`src/sock_pkg.sv`:
```
// Shared constants, types and helpers for the steer/omni chassis kinematics.
// Holds phase formats, the CORDIC angle table and the configuration index codes.
// No dependencies.
`timescale 1ns / 1ps

package sock_pkg;

    localparam int COUNTS_PER_TURN = 8192;
    localparam int CNT_W           = $clog2(COUNTS_PER_TURN);
    localparam int PHASE_SHIFT     = 32 - CNT_W;
    localparam int CORDIC_STEPS    = 16;
    localparam int MAX_STEPS       = 24;

    localparam int DW    = 32;   // CORDIC datapath width
    localparam int ZW    = 33;   // CORDIC angle accumulator width
    localparam int LEV_W = 28;   // lever term width
    localparam int SPD_W = 16;
    localparam int ARM_W = 12;
    localparam int GAIN_W = 16;

    localparam logic [31:0] QUARTER_TURN       = 32'h4000_0000;
    localparam logic [31:0] HALF_TURN          = 32'h8000_0000;
    localparam logic [31:0] THREE_QUARTER_TURN = 32'hC000_0000;
    localparam logic [29:0] KINV_Q30           = 30'd652032874;

    localparam logic [31:0] ATAN_TAB [0:MAX_STEPS-1] = '{
        32'd536870912, 32'd316933406, 32'd167458907, 32'd85004756,
        32'd42667331,  32'd21354465,  32'd10679838,  32'd5340245,
        32'd2670163,   32'd1335087,   32'd667544,    32'd333772,
        32'd166886,    32'd83443,     32'd41722,     32'd20861,
        32'd10430,     32'd5215,      32'd2608,      32'd1304,
        32'd652,       32'd326,       32'd163,       32'd81
    };

    // Register index codes
    localparam logic [2:0] CFG_DIAG_ARM        = 3'd0;
    localparam logic [2:0] CFG_ARM_X           = 3'd1;
    localparam logic [2:0] CFG_ARM_Y           = 3'd2;
    localparam logic [2:0] CFG_FRONT_LEFT_DIR  = 3'd3;
    localparam logic [2:0] CFG_FRONT_RIGHT_DIR = 3'd4;
    localparam logic [2:0] CFG_REAR_LEFT_ZERO  = 3'd5;
    localparam logic [2:0] CFG_REAR_RIGHT_ZERO = 3'd6;
    localparam logic [2:0] CFG_RPM_GAIN        = 3'd7;

    typedef struct packed {
        logic signed [LEV_W-1:0] diag;
        logic signed [LEV_W-1:0] lev_y;
        logic signed [LEV_W-1:0] lev_x;
        logic                    zero_cmd;
        logic [CNT_W-1:0]        lpos;
        logic [CNT_W-1:0]        rpos;
    } t_turret_meta;

    typedef struct packed {
        logic             zero_cmd;
        logic [CNT_W-1:0] pos;
    } t_rear_meta;

    function automatic logic [31:0] to_phase(input logic [CNT_W-1:0] c);
        return {c, {PHASE_SHIFT{1'b0}}};
    endfunction

endpackage

```
`src/sock_lever.sv`:
```
// Rotational lever term: yaw_rate * arm * 256 / 1000, truncated toward zero.
// Three-stage pipeline using a reciprocal multiply with one correction step.
// Depends on sock_pkg.
`timescale 1ns / 1ps

module sock_lever
    import sock_pkg::*;
(
    input  logic                     i_clk,
    input  logic signed [15:0]       i_wz,
    input  logic [ARM_W-1:0]         i_arm,
    output logic signed [LEV_W-1:0]  o_lev
);

    localparam int MAG_W = LEV_W;
    localparam int RSH   = 28;
    localparam int Q_W   = 27;
    localparam logic [26:0] RECIP = 27'd68719476;   // floor(2^33 / 125)

    logic signed [28:0] n_prod;
    logic [MAG_W-1:0]   n_mag;
    logic               r_neg1, r_neg2;
    logic [MAG_W-1:0]   r_mag1, r_mag2;
    logic [55:0]        n_qprod;
    logic [Q_W-1:0]     r_q0;
    logic [32:0]        n_rem;
    logic [Q_W-1:0]     n_q;
    logic signed [LEV_W-1:0] r_lev;

    assign n_prod = 29'(i_wz) * 29'($signed({1'b0, i_arm}));
    assign n_mag  = n_prod[28] ? MAG_W'(-n_prod) : MAG_W'(n_prod);

    always_ff @(posedge i_clk) begin
        r_neg1 <= n_prod[28];
        r_mag1 <= n_mag;
    end

    assign n_qprod = 56'(r_mag1) * 56'(RECIP);

    always_ff @(posedge i_clk) begin
        r_neg2 <= r_neg1;
        r_mag2 <= r_mag1;
        r_q0   <= n_qprod[RSH +: Q_W];
    end

    // Estimate is low by at most one
    assign n_rem = {r_mag2, 5'b0} - 33'(r_q0 * 27'd125);
    assign n_q   = (n_rem >= 33'd125) ? r_q0 + 1'b1 : r_q0;

    always_ff @(posedge i_clk) begin
        r_lev <= r_neg2 ? -LEV_W'(n_q) : LEV_W'(n_q);
    end

    assign o_lev = r_lev;

endmodule

```
`config.mk`:
```
export PLATFORM = sky130hd
export DESIGN_NAME = sock_lever
export DESIGN_NICKNAME = d
export VERILOG_FILES = /design/src/sock_pkg.sv /design/src/sock_lever.sv
export SDC_FILE = /design/constraint.sdc
export NUM_CORES = 2
export LEC_CHECK = 0
export ABC_CLOCK_PERIOD_IN_PS = 8950
export BUFFER_PORTS_ARGS = -buffer_cell sky130_fd_sc_hd__buf_2
export CORE_MARGIN = 2
export CORE_UTILIZATION = 40
export CTS_BUF_LIST = sky130_fd_sc_hd__clkbuf_4 sky130_fd_sc_hd__clkbuf_8 sky130_fd_sc_hd__clkbuf_16
export DETAILED_ROUTE_END_ITERATION = 12
export PLACE_DENSITY = 0.55
export REMOVE_ABC_BUFFERS = 1
export SYNTH_ARGS = -nofsm -noshare
export SYNTH_HDL_FRONTEND = slang
export SYNTH_SLANG_ARGS = --single-unit
```
`constraint.sdc`:
```
create_clock -name i_clk -period 8.95 [get_ports i_clk]
set_clock_uncertainty 0.05 [all_clocks]
set_input_delay 0 -clock i_clk [delete_from_list [all_inputs] [get_ports i_clk]]
set_output_delay 0 -clock i_clk [all_outputs]
set_load 0.02 [all_outputs]
```
==> flow_metrics.py <==
metrics = {
    "run_status": {
        "status": "finished, final reports clean",
    },
    "worst_setup_path": {
        "critical_path_required_ns": 9.22,
        "cp.depth": 27,
        "reg2reg_depth": 27,
        "start_kind": "flop",
        "cpMaxStageDelayCell": "fa_1",
        "r2r_slack_ns": 0.74,
        "crit_arrival_ns": 8.48,
        "max_stage_delay_ns": 0.55,
        "critPathTopFamily": "adder cells",
        "worstReg2RegEnd": "o_lev[26]$_DFF_P_",
        "critPathMaxFanout": 29,
        "worst-path-buf-inv": 5,
        "cp-end-kind": "flop",
        "worstSetupPathType": "flop to flop",
        "reg2reg_from": "r_q0[19]$_DFF_P_",
    },
    "global_route": {
        "grt_usage_pct": 20.1,
        "grt_pass1_wl_mm": 114,
        "grt_start_max_net_pins": 30,
        "antenna_found_initial": 1,
        "grt_pass1_vias": 21600,
        "grt_overflow": 0,
    },
    "clocking": {
        "numCtsBuffers": 17,
        "clk_latency_ns": 0.45,
        "hold_buffers": 2,
        "cts_resized": 0,
        "cts.clk_slew.worst_paths_ns": 0.06,
        "htreeDepth": 4,
        "cts_root_buffer": "clkbuf_16",
        "clk_path_buf_depth": 2,
        "cts_tree": "done",
        "post_cts_buffers": 0,
        "clock_sinks": 113,
    },
    "sta": {
        "slew_violations": 0,
        "hold_violations": 0,
        "worst_slew_pin_slew_ns": 0.883,
        "rsz0062_at_grt": "false",
        "max_freq_mhz": 122,
        "finalCritPeriodShare_pct": 91.7,
        "worst_slack_ns": 0.739,
        "tns_ns": 0,
        "period_needed_ns": 8.21,
        "setup_violations": 0,
        "relSlewSlack_pct": 40.3,
    },
    "synthesis": {
        "synth_most_common_cell": "inv_1",
        "yosysWarnings": 0,
        "synth_common_cells": "inv_1 (851), fa_1 (516), ha_1 (474)",
        "yosysSeqAreaShare_pct": 8.07,
        "ys_types": 88,
        "synth.avg_cell_area_um2": 9.41,
        "synthTopCellsByArea": "fa_1 (37%), ha_1 (21%), inv_1 (11%), dfxtp_1 (8.1%), xnor2_1 (3.4%)",
        "ys.flop_type": "dfxtp_1",
        "synth_top_area_share_pct": 36.8,
        "synth_area_mm2": 0.0280,
        "ys_ff_latch": 113,
        "synth-edff-count": 0,
        "async_reset_ff_share_pct": 0,
        "yosysTopAreaCell": "fa_1",
        "syn_inst": 2979,
    },
    "placement": {
        "post-dp-hpwl_mm": 59.3,
        "gp_congestion": 0.875,
        "pre_cts_slack_ns": 0.785,
        "portBuffers": 56,
    },
    "routing": {
        "wl_per_cell_um": 17.0,
        "drtAntennaViolNets": 0,
        "first_iter_violations": 815,
        "drc": 0,
        "viasPerCell": 4.82,
        "vias": 19200,
        "wirelength_mm": 68.0,
        "first_pass_iters": 5,
    },
    "hold_path": {
        "worstHoldStart": "i_arm[0]",
        "min_path_type": "primary input to flop",
        "hold_depth": 4,
        "worstHoldEndpoint": "r_mag1[1]$_DFF_P_",
    },
    "layout": {
        "fin_nets": 4055,
        "drive_gt1_share_pct": 5.15,
        "area_growth_pct": 7.64,
        "diodes": 0,
    },
    "floorplan": {
        "fp.dieArea_mm2": 0.0722,
        "start_util_pct": 40.2,
        "die_h_um": 269,
        "fp.coreArea_mm2": 0.0697,
        "die_w_um": 269,
        "fp-row-count": 97,
        "ios": 57,
    },
    "run": {
        "cap_violations": 0,
    },
}
-- cells in the final DEF, fill, tap and decap left out, types with 9 or more instances in the layout --
| master | netlist | layout |
|---|---|---|
| inv_1 | 851 | 851 |
| fa_1 | 516 | 516 |
| ha_1 | 474 | 474 |
| nand2_1 | 158 | 158 |
| and2_1 | 113 | 113 |
| dfxtp_1 | 113 | 113 |
| xnor2_1 | 110 | 110 |
| nor2_1 | 88 | 88 |
| a21oi_1 | 74 | 74 |
| buf_2 | 7 | 56 |
| o21ai_0 | 47 | 47 |
| xor2_1 | 35 | 35 |
| nor3_1 | 33 | 33 |
| buf_4 | 0 | 31 |
| nand3_1 | 28 | 28 |
| a21o_1 | 24 | 24 |
| nand4_1 | 20 | 20 |
| and3_1 | 19 | 19 |
| clkbuf_16 | 0 | 17 |
| o21a_1 | 15 | 15 |
| a31oi_1 | 14 | 14 |
| nor2b_1 | 13 | 13 |
| o31ai_1 | 10 | 10 |
| nand2b_1 | 9 | 9 |
| or3_1 | 9 | 9 |
| or2_2 | 9 | 9 |
| nor4_1 | 9 | 9 |
-- per-layer routing --
| metal | GRT usage [%] | up-vias | wire, µm |
|---|---|---|---|
| met5 | 0 | - | 0 |
| met4 | 5.02 | 0 | 1320 |
| met3 | 1.78 | 70 | 1950 |
| met2 | 35.8 | 330 | 33900 |
| met1 | 26.2 | 9615 | 30800 |
| li1 | - | 9218 | - |
-- area by class of cell --
class                   instances  area, µm²
clock buffers                  18        439
well taps                     940       1180
multi-input cells            1963      22300
clock inverters                14        226
flip-flops and latches        113       2260
repair buffers                 89        533
inverters                     852       3200
fillers                      6912      39500
-- registers in the layout (all words and copies together), names as in the netlist --
| name | flops |
|---|---|
| r_neg2 | 1 |
| r_neg1 | 1 |
| r_mag2 | 28 |
| r_mag1 | 28 |
| o_lev | 28 |
| r_q0 | 27 |
-- worst max-delay path by stage --
| stage | start | endpoint | slack [ns] |
|---|---|---|---|
| finish | r_q0[19]$_DFF_P_ | o_lev[26]$_DFF_P_ | 0.74 |
| global route | r_q0[3]$_DFF_P_ | o_lev[26]$_DFF_P_ | 0.19 |
| CTS | r_q0[3]$_DFF_P_ | o_lev[26]$_DFF_P_ | 0.74 |
| detailed placement | r_q0[3]$_DFF_P_ | o_lev[26]$_DFF_P_ | 0.78 |
| global placement | r_q0[3]$_DFF_P_ | o_lev[26]$_DFF_P_ | 0.75 |
| floorplan | r_q0[3]$_DFF_P_ | o_lev[26]$_DFF_P_ | 1.86 |
-- worst reg2reg max path: cells and delay by family (launching register included) --
kind	cells	cell delay [ns]
xor+xnor	2	0.31
flops	1	0.51
compound gates	9	2.22
buf+inv	5	0.63
fa+ha+maj	6	2.74
simple gates	5	1.61
-- per-stage QoR --
step	instance area (µm²)	util, %	hold WS [ns]	instances
final	30200	43.3	0.170	3989
after global routing	30200	43.3	0.208	3989
after CTS	30200	43.3	0.157	3989
after detailed placement	29500	42.3	0.262	3955
after global placement	29500	42.3	0.263	3955
after floorplan	27800	-	0.0859	2928
-- cell families (layout without fill, tap and decap cells) --
logic type	count (synthesis)	count (layout)	synth area share, %
simple gates	536	536	9.91
compound gates	283	283	6.91
xor+xnor	146	146	4.59
buf+inv	903	973	12.2
flops	113	113	8.07
fa+ha+maj	990	990	58.0
mux	8	8	0.299
Power is not shown: default switching activity piles up to over one toggle a cycle in this logic, so the estimate is an artifact.
